**src/rtl/image_header_crc_checker_core_macros.svh**
```systemverilog
// Assertion macros used by the image header checker top level.
`ifndef IMAGE_HEADER_CRC_CHECKER_CORE_MACROS_SVH
`define IMAGE_HEADER_CRC_CHECKER_CORE_MACROS_SVH

// Same-cycle implication, disabled during reset.
`define IHCC_ASSERT_NOW(name, clk, rst, ante, cons) \
   name: assert property (@(posedge clk) disable iff (rst) (ante) |-> (cons)) \
      else $error("ihcc check failed");

// Next-cycle implication, disabled during reset.
`define IHCC_ASSERT_NEXT(name, clk, rst, ante, cons) \
   name: assert property (@(posedge clk) disable iff (rst) (ante) |=> (cons)) \
      else $error("ihcc check failed");

`endif

```
**src/rtl/ihcc_pkg.sv**
```systemverilog
// Package: constants, types and the CRC step for the image header checker.
package ihcc_pkg;

   localparam int COUNT_BITS_DEF  = 29;
   localparam int QUEUE_DEPTH_DEF = 2;

   localparam int TOTAL_BITS = 29;
   localparam int HDR_FIRST  = 8;
   localparam int HDR_LEN    = 32;
   localparam int CSR_IDX_W  = 2;
   localparam int CSR_DATA_W = 32;

   localparam logic [31:0] CRC_POLY = 32'hedb88320;
   localparam logic [31:0] CRC_INIT = 32'hffffffff;

   localparam logic [31:0] WANT_VERSION_RST   = 32'd1;
   localparam logic [31:0] TABLE_LIMIT_RST    = 32'd4096;
   localparam logic [31:0] WANT_PAGE_SIZE_RST = 32'd4096;

   localparam logic [CSR_IDX_W-1:0] CSR_WANT_VERSION   = 2'd0;
   localparam logic [CSR_IDX_W-1:0] CSR_TABLE_LIMIT    = 2'd1;
   localparam logic [CSR_IDX_W-1:0] CSR_WANT_PAGE_SIZE = 2'd2;

   localparam logic [2:0] ST_OK        = 3'd0;
   localparam logic [2:0] ST_SHORT     = 3'd1;
   localparam logic [2:0] ST_SIGNATURE = 3'd2;
   localparam logic [2:0] ST_VERSION   = 3'd3;
   localparam logic [2:0] ST_TABLES    = 3'd4;
   localparam logic [2:0] ST_PAGE_SIZE = 3'd5;
   localparam logic [2:0] ST_CHECKSUM  = 3'd6;

   localparam logic [7:0] SIG_BYTES [8] = '{8'h51, 8'h46, 8'h45, 8'h4e, 8'h47, 8'h31,
                                            8'h00, 8'h00};

   // Everything the verdict stage needs about one finished image.
   typedef struct packed {
      logic                  short_img;
      logic                  sig_ok;
      logic [31:0]           version;
      logic [31:0]           tables;
      logic [63:0]           rows;
      logic [31:0]           page_len;
      logic [31:0]           stored_crc;
      logic [31:0]           computed_crc;
      logic [TOTAL_BITS-1:0] byte_total;
   } image_rec_type;

   // One reflected CRC-32 byte step, unrolled over eight bits.
   function automatic logic [31:0] crc_byte(input logic [31:0] c_in, input logic [7:0] b);
      logic [31:0] c;
      c = c_in ^ {24'd0, b};
      for (int k = 0; k < 8; k++) begin
         c = c[0] ? ((c >> 1) ^ CRC_POLY) : (c >> 1);
      end
      return c;
   endfunction

endpackage

```
**src/rtl/ihcc_req_if.sv**
```systemverilog
// Interface: input byte channel of the image header checker.
interface ihcc_req_if;
   logic       valid;
   logic       ready;
   logic [7:0] data_byte;
   logic       has_byte;
   logic       last_byte;

   modport source (output valid, output data_byte, output has_byte, output last_byte,
                   input ready);
   modport sink   (input valid, input data_byte, input has_byte, input last_byte,
                   output ready);
endinterface

```
**src/rtl/ihcc_rsp_if.sv**
```systemverilog
// Interface: verdict channel of the image header checker.
interface ihcc_rsp_if;
   logic        valid;
   logic        ready;
   logic [2:0]  status;
   logic [31:0] found_version;
   logic [31:0] found_tables;
   logic [63:0] found_rows;
   logic [31:0] found_page_size;
   logic [31:0] stored_crc;
   logic [31:0] computed_crc;
   logic [28:0] byte_total;

   modport source (output valid, output status, output found_version, output found_tables,
                   output found_rows, output found_page_size, output stored_crc,
                   output computed_crc, output byte_total, input ready);
   modport sink   (input valid, input status, input found_version, input found_tables,
                   input found_rows, input found_page_size, input stored_crc,
                   input computed_crc, input byte_total, output ready);
endinterface

```
**src/rtl/ihcc_front.sv**
```systemverilog
// Front end: accepts byte words, parses the header, runs the CRC, emits image records.
module ihcc_front import ihcc_pkg::*; #(
   parameter int COUNT_BITS = COUNT_BITS_DEF
) (
   input  logic          clock,
   input  logic          reset,
   ihcc_req_if.sink      req_bus,
   input  logic          q_full,
   output logic          q_push,
   output image_rec_type q_data
);

   logic [COUNT_BITS-1:0] cnt_ff, cnt_in, cnt_upd;
   logic                  sig_ff, sig_in, sig_upd;
   logic [31:0]           crc_ff, crc_in, crc_upd;
   logic [7:0]            hdr_ff  [HDR_FIRST:HDR_LEN-1];
   logic [7:0]            hdr_in  [HDR_FIRST:HDR_LEN-1];
   logic [7:0]            hdr_upd [HDR_FIRST:HDR_LEN-1];

   logic                  accept;
   logic                  take;
   logic                  in_hdr;
   logic [4:0]            idx;
   logic [TOTAL_BITS-1:0] total;

   assign req_bus.ready = ~q_full;
   assign accept        = req_bus.valid & req_bus.ready;
   assign take          = accept & req_bus.has_byte;
   assign in_hdr        = (cnt_ff[COUNT_BITS-1:5] == '0);
   assign idx           = cnt_ff[4:0];

   always_comb begin
      sig_upd = sig_ff;
      crc_upd = crc_ff;
      hdr_upd = hdr_ff;
      cnt_upd = cnt_ff;
      if (take) begin
         if (!in_hdr) begin
            crc_upd = crc_byte(crc_ff, req_bus.data_byte);
         end else if (idx < 5'(HDR_FIRST)) begin
            if (req_bus.data_byte != SIG_BYTES[idx[2:0]]) begin
               sig_upd = 1'b0;
            end
         end else begin
            hdr_upd[idx] = req_bus.data_byte;
         end
         if (cnt_ff != '1) begin
            cnt_upd = cnt_ff + 1'b1;
         end
      end
   end

   // Saturate the byte count to the reported width.
   generate
      if (COUNT_BITS > TOTAL_BITS) begin : g_sat
         assign total = (cnt_upd[COUNT_BITS-1:TOTAL_BITS] != '0) ? '1
                                                                  : cnt_upd[TOTAL_BITS-1:0];
      end else if (COUNT_BITS == TOTAL_BITS) begin : g_same
         assign total = cnt_upd;
      end else begin : g_ext
         assign total = {{(TOTAL_BITS-COUNT_BITS){1'b0}}, cnt_upd};
      end
   endgenerate

   always_comb begin
      q_data.short_img    = (cnt_upd[COUNT_BITS-1:5] == '0);
      q_data.sig_ok       = sig_upd;
      q_data.version      = {hdr_upd[11], hdr_upd[10], hdr_upd[9], hdr_upd[8]};
      q_data.tables       = {hdr_upd[15], hdr_upd[14], hdr_upd[13], hdr_upd[12]};
      q_data.rows         = {hdr_upd[23], hdr_upd[22], hdr_upd[21], hdr_upd[20],
                             hdr_upd[19], hdr_upd[18], hdr_upd[17], hdr_upd[16]};
      q_data.page_len     = {hdr_upd[27], hdr_upd[26], hdr_upd[25], hdr_upd[24]};
      q_data.stored_crc   = {hdr_upd[31], hdr_upd[30], hdr_upd[29], hdr_upd[28]};
      q_data.computed_crc = ~crc_upd;
      q_data.byte_total   = total;
   end

   assign q_push = accept & req_bus.last_byte;

   // Drop per-image state after the marked word.
   always_comb begin
      if (q_push) begin
         cnt_in = '0;
         sig_in = 1'b1;
         crc_in = CRC_INIT;
         for (int i = HDR_FIRST; i < HDR_LEN; i++) begin
            hdr_in[i] = 8'd0;
         end
      end else begin
         cnt_in = cnt_upd;
         sig_in = sig_upd;
         crc_in = crc_upd;
         hdr_in = hdr_upd;
      end
   end

   always_ff @(posedge clock) begin
      if (reset) begin
         cnt_ff <= '0;
         sig_ff <= 1'b1;
         crc_ff <= CRC_INIT;
         for (int i = HDR_FIRST; i < HDR_LEN; i++) begin
            hdr_ff[i] <= 8'd0;
         end
      end else begin
         cnt_ff <= cnt_in;
         sig_ff <= sig_in;
         crc_ff <= crc_in;
         hdr_ff <= hdr_in;
      end
   end

endmodule

```
**src/rtl/ihcc_queue.sv**
```systemverilog
// Short queue of image records between the front end and the verdict stage.
module ihcc_queue import ihcc_pkg::*; #(
   parameter int WIDTH = $bits(image_rec_type),
   parameter int DEPTH = QUEUE_DEPTH_DEF
) (
   input  logic             clock,
   input  logic             reset,
   input  logic             push,
   input  logic [WIDTH-1:0] push_data,
   input  logic             pop,
   output logic [WIDTH-1:0] pop_data,
   output logic             full,
   output logic             empty
);

   localparam int PTR_W = (DEPTH > 1) ? $clog2(DEPTH) : 1;
   localparam int CNT_W = $clog2(DEPTH + 1);

   logic [WIDTH-1:0] mem_ff [DEPTH];
   logic [PTR_W-1:0] wr_ptr_ff, wr_ptr_in;
   logic [PTR_W-1:0] rd_ptr_ff, rd_ptr_in;
   logic [CNT_W-1:0] cnt_ff, cnt_in;

   assign full     = (cnt_ff == CNT_W'(DEPTH));
   assign empty    = (cnt_ff == '0);
   assign pop_data = mem_ff[rd_ptr_ff];

   always_comb begin
      wr_ptr_in = wr_ptr_ff;
      rd_ptr_in = rd_ptr_ff;
      cnt_in    = cnt_ff;
      if (push) begin
         wr_ptr_in = (wr_ptr_ff == PTR_W'(DEPTH - 1)) ? '0 : wr_ptr_ff + 1'b1;
      end
      if (pop) begin
         rd_ptr_in = (rd_ptr_ff == PTR_W'(DEPTH - 1)) ? '0 : rd_ptr_ff + 1'b1;
      end
      if (push && !pop) begin
         cnt_in = cnt_ff + 1'b1;
      end else if (pop && !push) begin
         cnt_in = cnt_ff - 1'b1;
      end
   end

   always_ff @(posedge clock) begin
      if (reset) begin
         wr_ptr_ff <= '0;
         rd_ptr_ff <= '0;
         cnt_ff    <= '0;
      end else begin
         wr_ptr_ff <= wr_ptr_in;
         rd_ptr_ff <= rd_ptr_in;
         cnt_ff    <= cnt_in;
      end
   end

   always_ff @(posedge clock) begin
      if (push) begin
         mem_ff[wr_ptr_ff] <= push_data;
      end
   end

endmodule

```
**src/rtl/ihcc_back.sv**
```systemverilog
// Verdict stage: holds the limit registers, grades records, drives the result register.
module ihcc_back import ihcc_pkg::*; (
   input  logic                  clock,
   input  logic                  reset,
   input  logic                  csr_we,
   input  logic [CSR_IDX_W-1:0]  csr_index,
   input  logic [CSR_DATA_W-1:0] csr_wdata,
   input  logic                  q_empty,
   input  image_rec_type         q_data,
   output logic                  q_pop,
   ihcc_rsp_if.source            rsp_bus
);

   logic [31:0]   want_ver_ff, want_ver_in;
   logic [31:0]   tab_lim_ff, tab_lim_in;
   logic [31:0]   want_page_ff, want_page_in;
   logic          out_valid_ff, out_valid_in;
   logic [2:0]    status_ff, status_in;
   image_rec_type rec_ff;
   logic [2:0]    grade;

   always_comb begin
      want_ver_in  = want_ver_ff;
      tab_lim_in   = tab_lim_ff;
      want_page_in = want_page_ff;
      if (csr_we) begin
         case (csr_index)
            CSR_WANT_VERSION:   want_ver_in  = csr_wdata;
            CSR_TABLE_LIMIT:    tab_lim_in   = csr_wdata;
            CSR_WANT_PAGE_SIZE: want_page_in = csr_wdata;
            default: ;
         endcase
      end
   end

   // First failing check wins.
   always_comb begin
      if (q_data.short_img) begin
         grade = ST_SHORT;
      end else if (!q_data.sig_ok) begin
         grade = ST_SIGNATURE;
      end else if (q_data.version != want_ver_ff) begin
         grade = ST_VERSION;
      end else if (q_data.tables > tab_lim_ff) begin
         grade = ST_TABLES;
      end else if (q_data.page_len != want_page_ff) begin
         grade = ST_PAGE_SIZE;
      end else if (q_data.stored_crc != q_data.computed_crc) begin
         grade = ST_CHECKSUM;
      end else begin
         grade = ST_OK;
      end
   end

   assign q_pop        = ~q_empty & (~out_valid_ff | rsp_bus.ready);
   assign out_valid_in = q_pop | (out_valid_ff & ~rsp_bus.ready);
   assign status_in    = q_pop ? grade : status_ff;

   always_ff @(posedge clock) begin
      if (reset) begin
         want_ver_ff  <= WANT_VERSION_RST;
         tab_lim_ff   <= TABLE_LIMIT_RST;
         want_page_ff <= WANT_PAGE_SIZE_RST;
         out_valid_ff <= 1'b0;
      end else begin
         want_ver_ff  <= want_ver_in;
         tab_lim_ff   <= tab_lim_in;
         want_page_ff <= want_page_in;
         out_valid_ff <= out_valid_in;
      end
   end

   always_ff @(posedge clock) begin
      status_ff <= status_in;
      if (q_pop) begin
         rec_ff <= q_data;
      end
   end

   assign rsp_bus.valid           = out_valid_ff;
   assign rsp_bus.status          = status_ff;
   assign rsp_bus.found_version   = rec_ff.version;
   assign rsp_bus.found_tables    = rec_ff.tables;
   assign rsp_bus.found_rows      = rec_ff.rows;
   assign rsp_bus.found_page_size = rec_ff.page_len;
   assign rsp_bus.stored_crc      = rec_ff.stored_crc;
   assign rsp_bus.computed_crc    = rec_ff.computed_crc;
   assign rsp_bus.byte_total      = rec_ff.byte_total;

endmodule

```
**src/rtl/image_header_crc_checker_core.sv**
```systemverilog
// Top level of the image header checker: front end, record queue and verdict stage.
//
// The block takes a database image one byte word per cycle on req_bus, with last_byte
// marking the end of the image (a word with has_byte low only carries the mark, which
// lets an empty image through). Bytes 0..7 are matched against the signature, bytes
// 8..31 fill the little-endian header fields, and every byte from offset 32 on feeds a
// reflected CRC-32 whose one-byte step is fully unrolled, so the front end sustains one
// word per clock with no bubbles. Each marked word produces exactly one verdict on
// rsp_bus. Verdicts pass through a short record queue (QUEUE_DEPTH entries) and an
// output register, so the byte stream keeps flowing while a verdict waits for
// rsp_bus.ready; req_bus.ready drops only when the queue is full. The status reports
// the first failing check in the order: too short, signature, version, table count
// above table_limit, page size, checksum mismatch. The byte counter is COUNT_BITS wide
// and saturates; byte_total reports it clipped to 29 bits. The three limit registers
// are written on the csr_ port (index 0 want_version, 1 table_limit, 2 want_page_size,
// others ignored); the user must write them only while no image is in flight, which the
// block does not enforce; a write affects the next verdict that is graded.
module image_header_crc_checker_core import ihcc_pkg::*; #(
   parameter int COUNT_BITS  = COUNT_BITS_DEF,
   parameter int QUEUE_DEPTH = QUEUE_DEPTH_DEF
) (
   input  logic                  clock,
   input  logic                  reset,
   ihcc_req_if.sink              req_bus,
   ihcc_rsp_if.source            rsp_bus,
   input  logic                  csr_we,
   input  logic [CSR_IDX_W-1:0]  csr_index,
   input  logic [CSR_DATA_W-1:0] csr_wdata
);

`include "image_header_crc_checker_core_macros.svh"

   localparam int REC_W = $bits(image_rec_type);

   logic          q_push;
   logic          q_pop;
   logic          q_full;
   logic          q_empty;
   image_rec_type q_in_data;
   image_rec_type q_out_data;

   // Parse bytes and hand one record per image to the queue.
   ihcc_front #(
      .COUNT_BITS (COUNT_BITS)
   ) u_front (
      .clock   (clock),
      .reset   (reset),
      .req_bus (req_bus),
      .q_full  (q_full),
      .q_push  (q_push),
      .q_data  (q_in_data)
   );

   // Decouple parsing from the result handshake.
   ihcc_queue #(
      .WIDTH (REC_W),
      .DEPTH (QUEUE_DEPTH)
   ) u_queue (
      .clock     (clock),
      .reset     (reset),
      .push      (q_push),
      .push_data (q_in_data),
      .pop       (q_pop),
      .pop_data  (q_out_data),
      .full      (q_full),
      .empty     (q_empty)
   );

   // Grade records against the limit registers and present the verdict.
   ihcc_back u_back (
      .clock     (clock),
      .reset     (reset),
      .csr_we    (csr_we),
      .csr_index (csr_index),
      .csr_wdata (csr_wdata),
      .q_empty   (q_empty),
      .q_data    (q_out_data),
      .q_pop     (q_pop),
      .rsp_bus   (rsp_bus)
   );

   // Queue never overflows or underflows; a finished image always lands in the queue;
   // a new verdict appears only after a record was taken from the queue.
   `IHCC_ASSERT_NOW(a_no_push_full, clock, reset, q_push, !q_full)
   `IHCC_ASSERT_NOW(a_no_pop_empty, clock, reset, q_pop, !q_empty)
   `IHCC_ASSERT_NEXT(a_push_lands, clock, reset, q_push, !q_empty)
   `IHCC_ASSERT_NOW(a_rsp_from_pop, clock, reset, $rose(rsp_bus.valid), $past(q_pop))

endmodule

```
**src/flat_wrapper.sv**
```systemverilog
// flat-port wrapper written by rule: the top's interface ports become plain ports
module image_header_crc_checker_core_flat import ihcc_pkg::*;
#(
   parameter int COUNT_BITS  = COUNT_BITS_DEF,
   parameter int QUEUE_DEPTH = QUEUE_DEPTH_DEF
)
  (clock, reset, csr_we, csr_index, csr_wdata, req_bus_valid, req_bus_data_byte, req_bus_has_byte, req_bus_last_byte, req_bus_ready, rsp_bus_valid, rsp_bus_status, rsp_bus_found_version, rsp_bus_found_tables, rsp_bus_found_rows, rsp_bus_found_page_size, rsp_bus_stored_crc, rsp_bus_computed_crc, rsp_bus_byte_total, rsp_bus_ready);
  ihcc_req_if req_bus_i ();
  ihcc_rsp_if rsp_bus_i ();
  input  logic clock;
  input  logic reset;
  input  logic csr_we;
  input  logic [CSR_IDX_W-1:0] csr_index;
  input  logic [CSR_DATA_W-1:0] csr_wdata;
  input wire logic [$bits(req_bus_i.valid)-1:0] req_bus_valid;
  input wire logic [$bits(req_bus_i.data_byte)-1:0] req_bus_data_byte;
  input wire logic [$bits(req_bus_i.has_byte)-1:0] req_bus_has_byte;
  input wire logic [$bits(req_bus_i.last_byte)-1:0] req_bus_last_byte;
  output wire logic [$bits(req_bus_i.ready)-1:0] req_bus_ready;
  output wire logic [$bits(rsp_bus_i.valid)-1:0] rsp_bus_valid;
  output wire logic [$bits(rsp_bus_i.status)-1:0] rsp_bus_status;
  output wire logic [$bits(rsp_bus_i.found_version)-1:0] rsp_bus_found_version;
  output wire logic [$bits(rsp_bus_i.found_tables)-1:0] rsp_bus_found_tables;
  output wire logic [$bits(rsp_bus_i.found_rows)-1:0] rsp_bus_found_rows;
  output wire logic [$bits(rsp_bus_i.found_page_size)-1:0] rsp_bus_found_page_size;
  output wire logic [$bits(rsp_bus_i.stored_crc)-1:0] rsp_bus_stored_crc;
  output wire logic [$bits(rsp_bus_i.computed_crc)-1:0] rsp_bus_computed_crc;
  output wire logic [$bits(rsp_bus_i.byte_total)-1:0] rsp_bus_byte_total;
  input wire logic [$bits(rsp_bus_i.ready)-1:0] rsp_bus_ready;
  assign req_bus_i.valid = req_bus_valid;
  assign req_bus_i.data_byte = req_bus_data_byte;
  assign req_bus_i.has_byte = req_bus_has_byte;
  assign req_bus_i.last_byte = req_bus_last_byte;
  assign req_bus_ready = req_bus_i.ready;
  assign rsp_bus_valid = rsp_bus_i.valid;
  assign rsp_bus_status = rsp_bus_i.status;
  assign rsp_bus_found_version = rsp_bus_i.found_version;
  assign rsp_bus_found_tables = rsp_bus_i.found_tables;
  assign rsp_bus_found_rows = rsp_bus_i.found_rows;
  assign rsp_bus_found_page_size = rsp_bus_i.found_page_size;
  assign rsp_bus_stored_crc = rsp_bus_i.stored_crc;
  assign rsp_bus_computed_crc = rsp_bus_i.computed_crc;
  assign rsp_bus_byte_total = rsp_bus_i.byte_total;
  assign rsp_bus_i.ready = rsp_bus_ready;
  image_header_crc_checker_core #(.COUNT_BITS(COUNT_BITS), .QUEUE_DEPTH(QUEUE_DEPTH)) u_core (.clock(clock), .reset(reset), .req_bus(req_bus_i), .rsp_bus(rsp_bus_i), .csr_we(csr_we), .csr_index(csr_index), .csr_wdata(csr_wdata));
endmodule
```
**config.mk**
```make
export PLATFORM = sky130hd
export DESIGN_NAME = image_header_crc_checker_core_flat
export DESIGN_NICKNAME = d
export VERILOG_FILES = /design/src/rtl/ihcc_pkg.sv /design/src/rtl/ihcc_req_if.sv /design/src/rtl/ihcc_rsp_if.sv /design/src/rtl/ihcc_front.sv /design/src/rtl/ihcc_queue.sv /design/src/rtl/ihcc_back.sv /design/src/rtl/image_header_crc_checker_core.sv /design/src/flat_wrapper.sv
export VERILOG_INCLUDE_DIRS = /design/src /design/src/rtl
export SDC_FILE = /design/constraint.sdc
export NUM_CORES = 1
export LEC_CHECK = 0
export BUFFER_PORTS_ARGS = -buffer_cell sky130_fd_sc_hd__buf_4
export CAP_MARGIN = 30
export CORE_MARGIN = 2
export CORE_UTILIZATION = 60
export CTS_CLUSTER_DIAMETER = 200
export DETAILED_ROUTE_END_ITERATION = 10
export GPL_TIMING_DRIVEN = 0
export PLACE_DENSITY = 0.88
export SETUP_SLACK_MARGIN = 0.15
export SYNTH_ARGS = -nofsm -noshare
export SYNTH_HDL_FRONTEND = slang
export SYNTH_HIERARCHICAL = 1
export SYNTH_SLANG_ARGS = --single-unit
```
**constraint.sdc**
```tcl
create_clock -name clock -period 25 [get_ports clock]
set_clock_uncertainty 0.15 [all_clocks]
set_input_delay 1.25 -clock clock [delete_from_list [all_inputs] [get_ports clock]]
set_output_delay 1.25 -clock clock [all_outputs]
set_load 0.02 [all_outputs]
```
==> results.json, run 1 <==
{
  "crit_chain": "ha_1 > nand4_1 > nor4_1 > o211ai_1 > xnor2_1 > nor4_1 > o2111ai_1 > nor4_1 > buf_2",
  "cts_buffer_depth": 3,
  "synth_edf_count": 766,
  "vias": 25200,
  "die_area_sq_um": 74300,
  "worstRegToRegCells": 9,
  "hold_viol": 0,
  "p_leak_nw": 19.2,
  "ant_nets": 0,
  "start_util": 0.605,
  "synth_cells": 2881,
  "setup.worst_path.start": "u_core/u_front/cnt_ff[0]",
  "crit_buf_inv": 1,
  "cts_root_buffer": "clkbuf_16",
  "outcome": "completed",
  "slowest_delay_ns": 1.05,
  "cts_setup_buffers": 0,
  "rsz0062_at_grt": "no",
  "synth_area_leaders": "edfxtp_1, dfxtp_1, mux2_2",
  "finalWeightedCongestion": 0.937,
  "htree_levels": 3,
  "hold_buffers": 0,
  "grt_pass1_wl_mm": 154,
  "path_depth": 9,
  "yosysTopAreaCell": "edfxtp_1",
  "grtUsageTotal": 0.279,
  "fin_crit_ns": 4.31,
  "die_y_um": 273,
  "r2r_start": "u_core/u_front/cnt_ff[0]",
  "drcViolationCount": 0,
  "slowest_stage": "nor4_1",
  "coreArea_sq_um": 71500,
  "timing.rr.end": "u_core/u_queue/mem_ff[0][254]",
  "io_pins": 307,
  "synthFlopType": "edfxtp_1",
  "hold_class": "register to register",
  "cp.arrival_ns": 4.71,
  "antenna_found_initial": 4,
  "critPathKind": "register to register",
  "design_power_total_mw": 5.26,
  "numCtsBuffers": 106,
  "nNetsFinal": 3403,
  "cts_tree": "yes",
  "clock_latency_ns": 0.70,
  "reg2reg_slack_ns": 20.69,
  "routedWlPerCell_um": 24.0,
  "slew_violations": 0,
  "routed_wl_mm": 105,
  "path_max_fanout": 8,
  "tightest_slew_ns": 1.13,
  "dr.pass1.iters": 5,
  "ys_ff_latch": 1122,
  "setup_tns_ns": 0,
  "synthToLayoutAreaGrowth_pct": 17.7,
  "synth_fp_nets": 2969,
  "most-common-layout-cells": "edfxtp_1, mux2_2, dfxtp_1",
  "powerDensity_nw_per_um2": 103,
  "finalSetupViolations": 0,
  "ctsResizeCount": 0,
  "max_slew_margin": 0.243,
  "timing.critical_path.mode_cell": "nor4_1",
  "syn_area_sq_um": 43300,
  "instances_no_fill": 4361,
  "ir_drop_uv": 106,
  "cts_num_sinks": 1122,
  "grt-ovfl-total": 0,
  "rows": 98,
  "viasPerCell": 5.79,
  "dp_cells": 4157,
  "crit_family": "simple AND/OR/NAND/NOR gates",
  "async_flop_share": 0,
  "maxCapViolations": 0,
  "syn_avg_cell_area_sq_um": 15.0,
  "end_kind": "register",
  "synth_warnings": 6,
  "hpwl_mm": 71.8,
  "ys_types": 63,
  "fin_crit_sh": 0.173,
  "path_clk_slew_ns": 0.06,
  "worst_setup_path_start_kind": "register",
  "final_common_cell": "edfxtp_1",
  "dieWidth_um": 273,
  "grt_pass1_vias": 25200,
  "port_buffers": 298,
  "drt_iter0_drc": 2423,
  "critPathCapture": "u_core/u_queue/mem_ff[0][254]",
  "clock.fmax_mhz": 232,
  "grt_start_max_net_pins": 65,
  "yosysTopAreaCellShare": 0.532,
  "drive_above_1_share": 0.286,
  "cp_data_required_time_ns": 25.40,
  "ys_seq_area_frac": 0.696
}
[routing by layer]
layer / part of all wire / track usage / vias up
met2: 0.49 / 0.457 / 1138
li1: - / - / 11200
met3: 0.074 / 0.0458 / 262
met5: 0 / 0 / -
met4: 0.048 / 0.138 / 0
met1: 0.39 / 0.365 / 12600
[Yosys cell counts (14+ instances only)]
| library cell | count |
|---|---|
| nand4_1 | 37 |
| nor4_1 | 34 |
| inv_1 | 44 |
| xor2_1 | 72 |
| clkbuf_1 | 93 |
| mux2_2 | 399 |
| xnor2_1 | 121 |
| clkbuf_8 | 22 |
| dfxtp_1 | 356 |
| nand2_4 | 24 |
| a21oi_1 | 142 |
| edfxtp_1 | 766 |
| nor2_1 | 59 |
| mux2_1 | 49 |
| and2_1 | 222 |
| ha_1 | 39 |
| nand3_1 | 14 |
| nand2_1 | 245 |
[power breakdown]
part | leakage [nW] | switching (mW) | total (mW) | internal, mW
registers | 10.2 | 0.0739 | 2.36 | 2.29
clock network | 1.79 | 0.688 | 1.66 | 0.971
logic | 7.18 | 0.747 | 1.24 | 0.495
total | 19.2 | 1.51 | 5.26 | 3.75
[cell families after synthesis]
kind of cell,synth area share
xor gates and xnor gates,0.0391
muxes,0.117
AOI/OAI and AO/OA,0.0243
adders and majority gates,0.0113
and+or+nand+nor,0.0892
buffers and inverters,0.0226
DFF,0.696
[registers in the layout, indices dropped and copies added, names as in the netlist, named ones only]
signal	flops
u_core/u_front/sig_ff	1
u_core/u_front/hdr_ff	192
u_core/u_front/cnt_ff	29
u_core/u_back/rsp_bus.found_page_size	32
u_core/u_back/rsp_bus.status	3
u_core/u_back/rsp_bus.byte_total	29
u_core/u_back/want_ver_ff	32
u_core/u_back/rsp_bus.found_rows	64
u_core/u_queue/wr_ptr_ff	1
u_core/u_back/rsp_bus.computed_crc	32
u_core/u_back/rsp_bus.found_version	32
u_core/u_front/crc_ff	32
u_core/u_back/rsp_bus.stored_crc	32
u_core/u_back/rsp_bus.valid	1
u_core/u_back/tab_lim_ff	32
u_core/u_queue/mem_ff	510
u_core/u_back/rsp_bus.found_tables	32
u_core/u_back/want_page_ff	32
u_core/u_queue/rd_ptr_ff	1
u_core/u_queue/cnt_ff	2
[how the worst min path moves through the flow]
stage | cells past startpoint | start | to
6_report | 2 | u_core/u_back/tab_lim_ff[1] | u_core/u_back/tab_lim_ff[1]
5_1_grt | 2 | u_core/u_back/tab_lim_ff[1] | u_core/u_back/tab_lim_ff[1]
4_1_cts | 2 | u_core/u_back/tab_lim_ff[1] | u_core/u_back/tab_lim_ff[1]
3_5_place_dp | 2 | u_core/u_back/tab_lim_ff[27] | u_core/u_back/tab_lim_ff[27]
3_3_place_gp | 2 | u_core/u_back/tab_lim_ff[3] | u_core/u_back/tab_lim_ff[3]
2_1_floorplan | 2 | u_core/u_back/tab_lim_ff[10] | u_core/u_back/tab_lim_ff[10]
[worst min-delay path, stage by stage, from the launching register on]
cell	delay [ns]
dfxtp_1	0.31
nand2_1	0.05
a21oi_1	0.05
[stage by stage]
step	area, sq um	util	hold WS (ns)	worst slack (ns)
3_3_place_gp	46700	0.653	0.294	4.45
2_1_floorplan	43300	-	0.286	10.55
3_5_place_dp	47300	0.661	0.296	20.51
5_1_grt	50900	0.713	0.320	20.59
6_report	50900	0.713	0.303	20.69
4_1_cts	50900	0.713	0.305	20.81
[final cells by class]
cell class	count	area [sq um]
diodes	3	7.51
multi-input cells	1580	12200
clock buffers	149	2980
inverters	44	165
plain buffers	135	813
flip-flops and latches	1122	30100
clock inverters	52	673
well taps	950	1190
fillers	4388	20500
repair buffers	326	2810
Power figures use the tool's default switching activity.
==> run 2, diff against run 1 <==
==> constraint.sdc (replaced) <==
create_clock -name clock -period 4.5 [get_ports clock]
set_clock_uncertainty 0.15 [all_clocks]
set_input_delay 0.225 -clock clock [delete_from_list [all_inputs] [get_ports clock]]
set_output_delay 0.225 -clock clock [all_outputs]
set_load 0.02 [all_outputs]
==> results.json, run 2 (synthesis gave the netlist of run 1 again) <==
{
  "maxUsedRoutingLayer": "met4",
  "slew_violations": 0,
  "grt_pass1_wl_mm": 159,
  "wl_met1_mm": 41.3,
  "p_leak_nw": 19.3,
  "final_common_cell": "edfxtp_1",
  "cts_root_buffer": "clkbuf_16",
  "die_y_um": 273,
  "holdWs_ns": 0.0987,
  "die_area_sq_um": 74300,
  "ir_drop_uv": 477,
  "vias": 25800,
  "routedWlPerCell_um": 24.5,
  "postPlaceCellArea_sq_um": 47300,
  "grt-ovfl-total": 0,
  "hp-start": "req_bus_valid",
  "synthToLayoutAreaGrowth_pct": 18.5,
  "rsz0062_at_grt": "no",
  "reg2reg_slack_ns": 0.49,
  "hold_class": "primary input to register",
  "drcViolationCount": 0,
  "most-common-layout-cells": "edfxtp_1, mux2_2, dfxtp_1",
  "finalWeightedCongestion": 0.929,
  "hold_viol": 0,
  "cp.arrival_ns": 4.23,
  "cts_setup_buffers": 0,
  "fin_crit_sh": 0.891,
  "maxCapViolations": 0,
  "outcome": "completed",
  "nNetsFinal": 3444,
  "dieWidth_um": 273,
  "start_util": 0.605,
  "port_buffers": 298,
  "path_clk_slew_ns": 0.06,
  "max_slew_margin": 0.333,
  "largest_reg_flops": 510,
  "coreArea_sq_um": 71500,
  "drive_above_1_share": 0.284,
  "timing.rr.end": "u_core/u_queue/mem_ff[1][254]",
  "finalSetupViolations": 0,
  "powerDensity_nw_per_um2": 568,
  "hpwl_mm": 71.1,
  "clock.fmax_mhz": 249,
  "critPathKind": "register to register",
  "fin_util": 0.717,
  "io_pins": 307,
  "fin_crit_ns": 4.01,
  "end_kind": "register",
  "tightest_slew_ns": 1.00,
  "drt_iter0_drc": 2998,
  "routed_wl_mm": 108,
  "cts_buffer_depth": 3,
  "worst_setup_path_start_kind": "register",
  "path_max_fanout": 10,
  "htree_levels": 3,
  "worstRegToRegCells": 9,
  "r2r_start": "u_core/u_front/cnt_ff[0]",
  "numCtsBuffers": 106,
  "cp_data_required_time_ns": 4.72,
  "cts_tree": "yes",
  "clock_latency_ns": 0.66,
  "rows": 98,
  "dr.pass1.iters": 5,
  "cts_num_sinks": 1122,
  "nFillCells": 4235,
  "hold_end": "u_core/u_front/cnt_ff[15]",
  "final_cell_area_sq_um": 51300,
  "wl_met3_mm": 8.89,
  "largest_register": "u_core/u_queue/mem_ff",
  "grt_pass1_vias": 25600,
  "ant_nets": 0,
  "grtUsageTotal": 0.288,
  "viasPerCell": 5.86,
  "antenna_found_initial": 4,
  "hold_depth": 4,
  "wl_met2_mm": 52.9,
  "grt_start_max_net_pins": 55
}
## run 2: metrics by stage
| stage | instances | setup TNS, ns | total power [mW] | worst slack [ns] |
|---|---|---|---|---|
| final | 4402 | 0 | 29.1 | 0.490 |
| after floorplan | 2881 | -275.70 | 17.4 | -1.01 |
| after CTS | 4399 | 0 | 29.2 | 0.250 |
| after global placement | 4129 | -1256.37 | 20.1 | -3.01 |
| after detailed placement | 4156 | 0 | 20.1 | 0.0304 |
| after global routing | 4402 | 0 | 30.0 | 0.355 |
## run 2: worst max-delay path by stage
stage                                      startpoint                       endpoint  slack, ns  cells after the start
after floorplan           u_core/u_back/rsp_bus.valid       u_core/u_queue/cnt_ff[1]      -1.01                      6
after global placement       u_core/u_queue/cnt_ff[1]  u_core/u_queue/mem_ff[0][210]      -3.01                      4
after detailed placement     u_core/u_front/cnt_ff[0]  u_core/u_queue/mem_ff[0][254]       0.03                      8
after CTS                    u_core/u_front/cnt_ff[0]  u_core/u_queue/mem_ff[1][254]       0.25                      9
after global routing         u_core/u_front/cnt_ff[0]  u_core/u_queue/mem_ff[0][254]       0.35                      8
final                        u_core/u_front/cnt_ff[0]  u_core/u_queue/mem_ff[1][254]       0.49                      9
## run 2: repair_timing
action,4_1_cts,5_1_grt
hold endpoints to repair,107,0
gates resized for setup,1,1
endpoints found under the setup margin,2,2
hold buffers,41,0
## run 2: cell type report
type / instances / area [sq um] / area share
Sequential cell: 1122 / 30100 / 0.588
Buffer: 135 / 813 / 0.0159
Clock inverter: 65 / 643 / 0.0125
Multi-Input combinational cell: 1580 / 12200 / 0.238
Clock buffer: 137 / 2900 / 0.0566
Inverter: 44 / 165 / 0.00322
Antenna cell: 2 / 5.00 / 0.0000976
Tap cell: 950 / 1190 / 0.0232
Timing Repair Buffer: 367 / 3230 / 0.0630
## run 2: metal layers
layer | GRT usage | up-vias
li1 | - | 11300
met4 | 0.136 | 0
met3 | 0.0474 | 320
met5 | 0 | -
met1 | 0.377 | 12800
met2 | 0.474 | 1328
## run 2: critical path: stages (launching register included)
cell	delay, ns
dfxtp_1	0.50
ha_1	0.30
nand4_1	0.37
or4_1	0.68
o21ai_2	0.22
buf_2	0.31
nor4_1	0.10
nor4_1	0.34
nand4_1	0.15
nor4_2	0.61
## run 2: where the power goes
group          internal (mW)  switching, mW
logic                   2.80           4.18
clock network           5.20           3.84
registers               12.7          0.433
==> run 3, diff against run 2 <==
--- a/config.mk
+++ b/config.mk
@@ -15,7 +15,7 @@
 export GPL_TIMING_DRIVEN = 0
 export PLACE_DENSITY = 0.88
 export SETUP_SLACK_MARGIN = 0.15
+export SLEW_MARGIN = 20
 export SYNTH_ARGS = -nofsm -noshare
 export SYNTH_HDL_FRONTEND = slang
-export SYNTH_HIERARCHICAL = 1
 export SYNTH_SLANG_ARGS = --single-unit
==> constraint.sdc (replaced) <==
create_clock -name clock -period 3.9 [get_ports clock]
set_clock_uncertainty 0.15 [all_clocks]
set_input_delay 0.195 -clock clock [delete_from_list [all_inputs] [get_ports clock]]
set_output_delay 0.195 -clock clock [all_outputs]
set_load 0.02 [all_outputs]
==> results.json, run 3 <==
{
  "worst_setup_path_start_kind": "register",
  "die_y_um": 273,
  "grt_start_max_net_pins": 52,
  "finalSetupViolations": 0,
  "hold_viol": 0,
  "synth_cells": 2891,
  "ir_drop_uv": 570,
  "clock.fmax_mhz": 272,
  "synth_fp_nets": 2979,
  "cts_buffer_depth": 3,
  "yosysTopAreaCell": "edfxtp_1",
  "drcViolationCount": 0,
  "ys_ff_latch": 1122,
  "largest_register": "u_core.u_queue.mem_ff",
  "worstRegToRegCells": 15,
  "hold_depth": 2,
  "dr.pass1.iters": 7,
  "rows": 98,
  "outcome": "completed",
  "cp.arrival_ns": 3.93,
  "async_flop_share": 0,
  "final_common_cell": "edfxtp_1",
  "path_clk_slew_ns": 0.06,
  "finalWeightedCongestion": 0.948,
  "path_max_fanout": 10,
  "cts_root_buffer": "clkbuf_16",
  "hpwl_mm": 73.8,
  "ys_seq_area_frac": 0.696,
  "hold_end": "u_core.u_queue.mem_ff[0][63]",
  "port_buffers": 298,
  "routedWlPerCell_um": 24.9,
  "synth_warnings": 0,
  "die_area_sq_um": 74300,
  "synthToLayoutAreaGrowth_pct": 19.5,
  "tightest_slew_ns": 1.02,
  "viasPerCell": 5.85,
  "synthFlopType": "edfxtp_1",
  "htree_levels": 3,
  "fin_crit_ns": 3.68,
  "maxCapViolations": 0,
  "synth_edf_count": 766,
  "reg2reg_slack_ns": 0.22,
  "fin_crit_sh": 0.944,
  "most-common-layout-cells": "edfxtp_1, dfxtp_1, buf_4",
  "rsz0062_at_grt": "yes",
  "grt_pass1_vias": 26000,
  "coreArea_sq_um": 71500,
  "cts_tree": "yes",
  "max_slew_margin": 0.322,
  "end_kind": "register",
  "ys_types": 67,
  "timing.rr.end": "u_core.u_back.rsp_bus.status[2]",
  "synth_area_leaders": "edfxtp_1, dfxtp_1, mux2_2",
  "syn_area_sq_um": 43300,
  "slew_violations": 0,
  "hp-start": "req_bus_data_byte[2]",
  "fin_util": 0.724,
  "grtUsageTotal": 0.293,
  "clock_latency_ns": 0.68,
  "nNetsFinal": 3472,
  "antenna_found_initial": 3,
  "grt_pass1_wl_mm": 161,
  "vias": 25900,
  "cts_num_sinks": 1122,
  "dieWidth_um": 273,
  "yosysTopAreaCellShare": 0.531,
  "hold_class": "primary input to register",
  "io_pins": 307,
  "grt-ovfl-total": 0,
  "critPathKind": "register to register",
  "p_leak_nw": 19.8,
  "numCtsBuffers": 109,
  "drive_above_1_share": 0.256,
  "ant_nets": 0,
  "routed_wl_mm": 110,
  "cp_data_required_time_ns": 4.15,
  "powerDensity_nw_per_um2": 658,
  "drt_iter0_drc": 2755,
  "syn_avg_cell_area_sq_um": 15.0,
  "largest_reg_flops": 510,
  "start_util": 0.606,
  "holdWs_ns": 0.0463,
  "synth_commonest_cells": "edfxtp_1, dfxtp_1, mux2_2, nand2_1, and2_1",
  "synth.most_common_cell": "edfxtp_1"
}
run 3: cell types whose count changed after synthesis, moves of 17 or more:
cell | before | now
nand2_4 | 24 | 0
buf_2 | 6 | 31
nor2_1 | 59 | 77
clkbuf_8 | 22 | 0
xnor2_1 | 121 | 63
xor2_1 | 72 | 130
mux2_2 | 399 | 253
inv_1 | 44 | 65
mux2i_1 | 3 | 20
mux2_1 | 49 | 162
run 3: final cells by class:
class | count | area (sq um)
flip-flops and latches | 1122 | 30100
plain buffers | 132 | 703
clock inverters | 62 | 658
diodes | 3 | 7.51
multi-input cells | 1570 | 12400
fillers | 4221 | 19700
clock buffers | 146 | 3010
inverters | 66 | 254
well taps | 950 | 1190
repair buffers | 383 | 3410
run 3: logic make-up after synthesis:
kind of cell,count (synthesis),synth area share
flops,1122,0.696
compound gates,180,0.0228
fa+ha+maj,39,0.0113
mux,450,0.118
buf+inv,199,0.0198
simple gates,697,0.0888
xor+xnor,204,0.0439
run 3: stage by stage:
stage               setup WS (ns)   TNS, ns  cell area (sq um)  total power [mW]  instances
floorplan                   -1.35   -848.61              43300              19.6       2891
global placement            -3.77  -2443.74              46800              22.0       4139
detailed placement          -1.89     -5.39              47400              23.2       4166
CTS                         0.161         0              51600              34.0       4423
global route                0.138         0              51800              35.0       4431
finish                      0.217         0              51800              34.1       4434
run 3: repair_timing:
action                                  in CTS  in global routing
setup buffers                                4                  8
resized for setup                           32                 15
hold buffers                                46                  0
hold endpoints to repair                   113                  0
endpoints found under the setup margin       3                 67
pin swaps                                    2                  7
run 3: critical path, stage by stage, from the launching register on:
cell,delay (ns)
dfxtp_1,0.31
buf_4,0.13
buf_6,0.12
buf_12,0.15
buf_12,0.16
buf_12,0.13
buf_12,0.15
mux2_2,0.38
ha_1,0.36
nand4_1,0.26
nor4b_4,0.38
mux2i_1,0.14
o21ai_2,0.08
buf_6,0.15
nand2_1,0.07
o211a_4,0.28
run 3: metal layers:
layer  vias up  part of all wire  global-route usage
met5         -           0.00014                   0
met4         2             0.050               0.142
met3       302             0.084              0.0510
met2      1335              0.49               0.493
met1     13000              0.37               0.371
li1      11300                 -                   -
run 3: worst max-delay path by stage:
| stage | start | end | slack [ns] | cells past startpoint |
|---|---|---|---|---|
| after floorplan | u_core.u_queue.cnt_ff[1] | u_core.u_queue.mem_ff[0][0] | -1.35 | 5 |
| after global placement | u_core.u_queue.cnt_ff[1] | u_core.u_queue.mem_ff[0][173] | -3.77 | 5 |
| after detailed placement | register | u_core.u_back.rsp_bus.status[1] | -1.89 | 16 |
| after CTS | register | u_core.u_back.rsp_bus.status[2] | 0.16 | 16 |
| after global routing | register | u_core.u_back.rsp_bus.status[2] | 0.14 | 16 |
| final | register | u_core.u_back.rsp_bus.status[2] | 0.22 | 15 |
run 3: power breakdown:
| group | switching [mW] | leakage [nW] | internal, mW |
|---|---|---|---|
| Combinational | 4.81 | 7.85 | 3.12 |
| Clock | 4.54 | 1.81 | 6.18 |
| Sequential | 0.587 | 10.1 | 14.8 |
| Total | 9.94 | 19.8 | 24.1 |
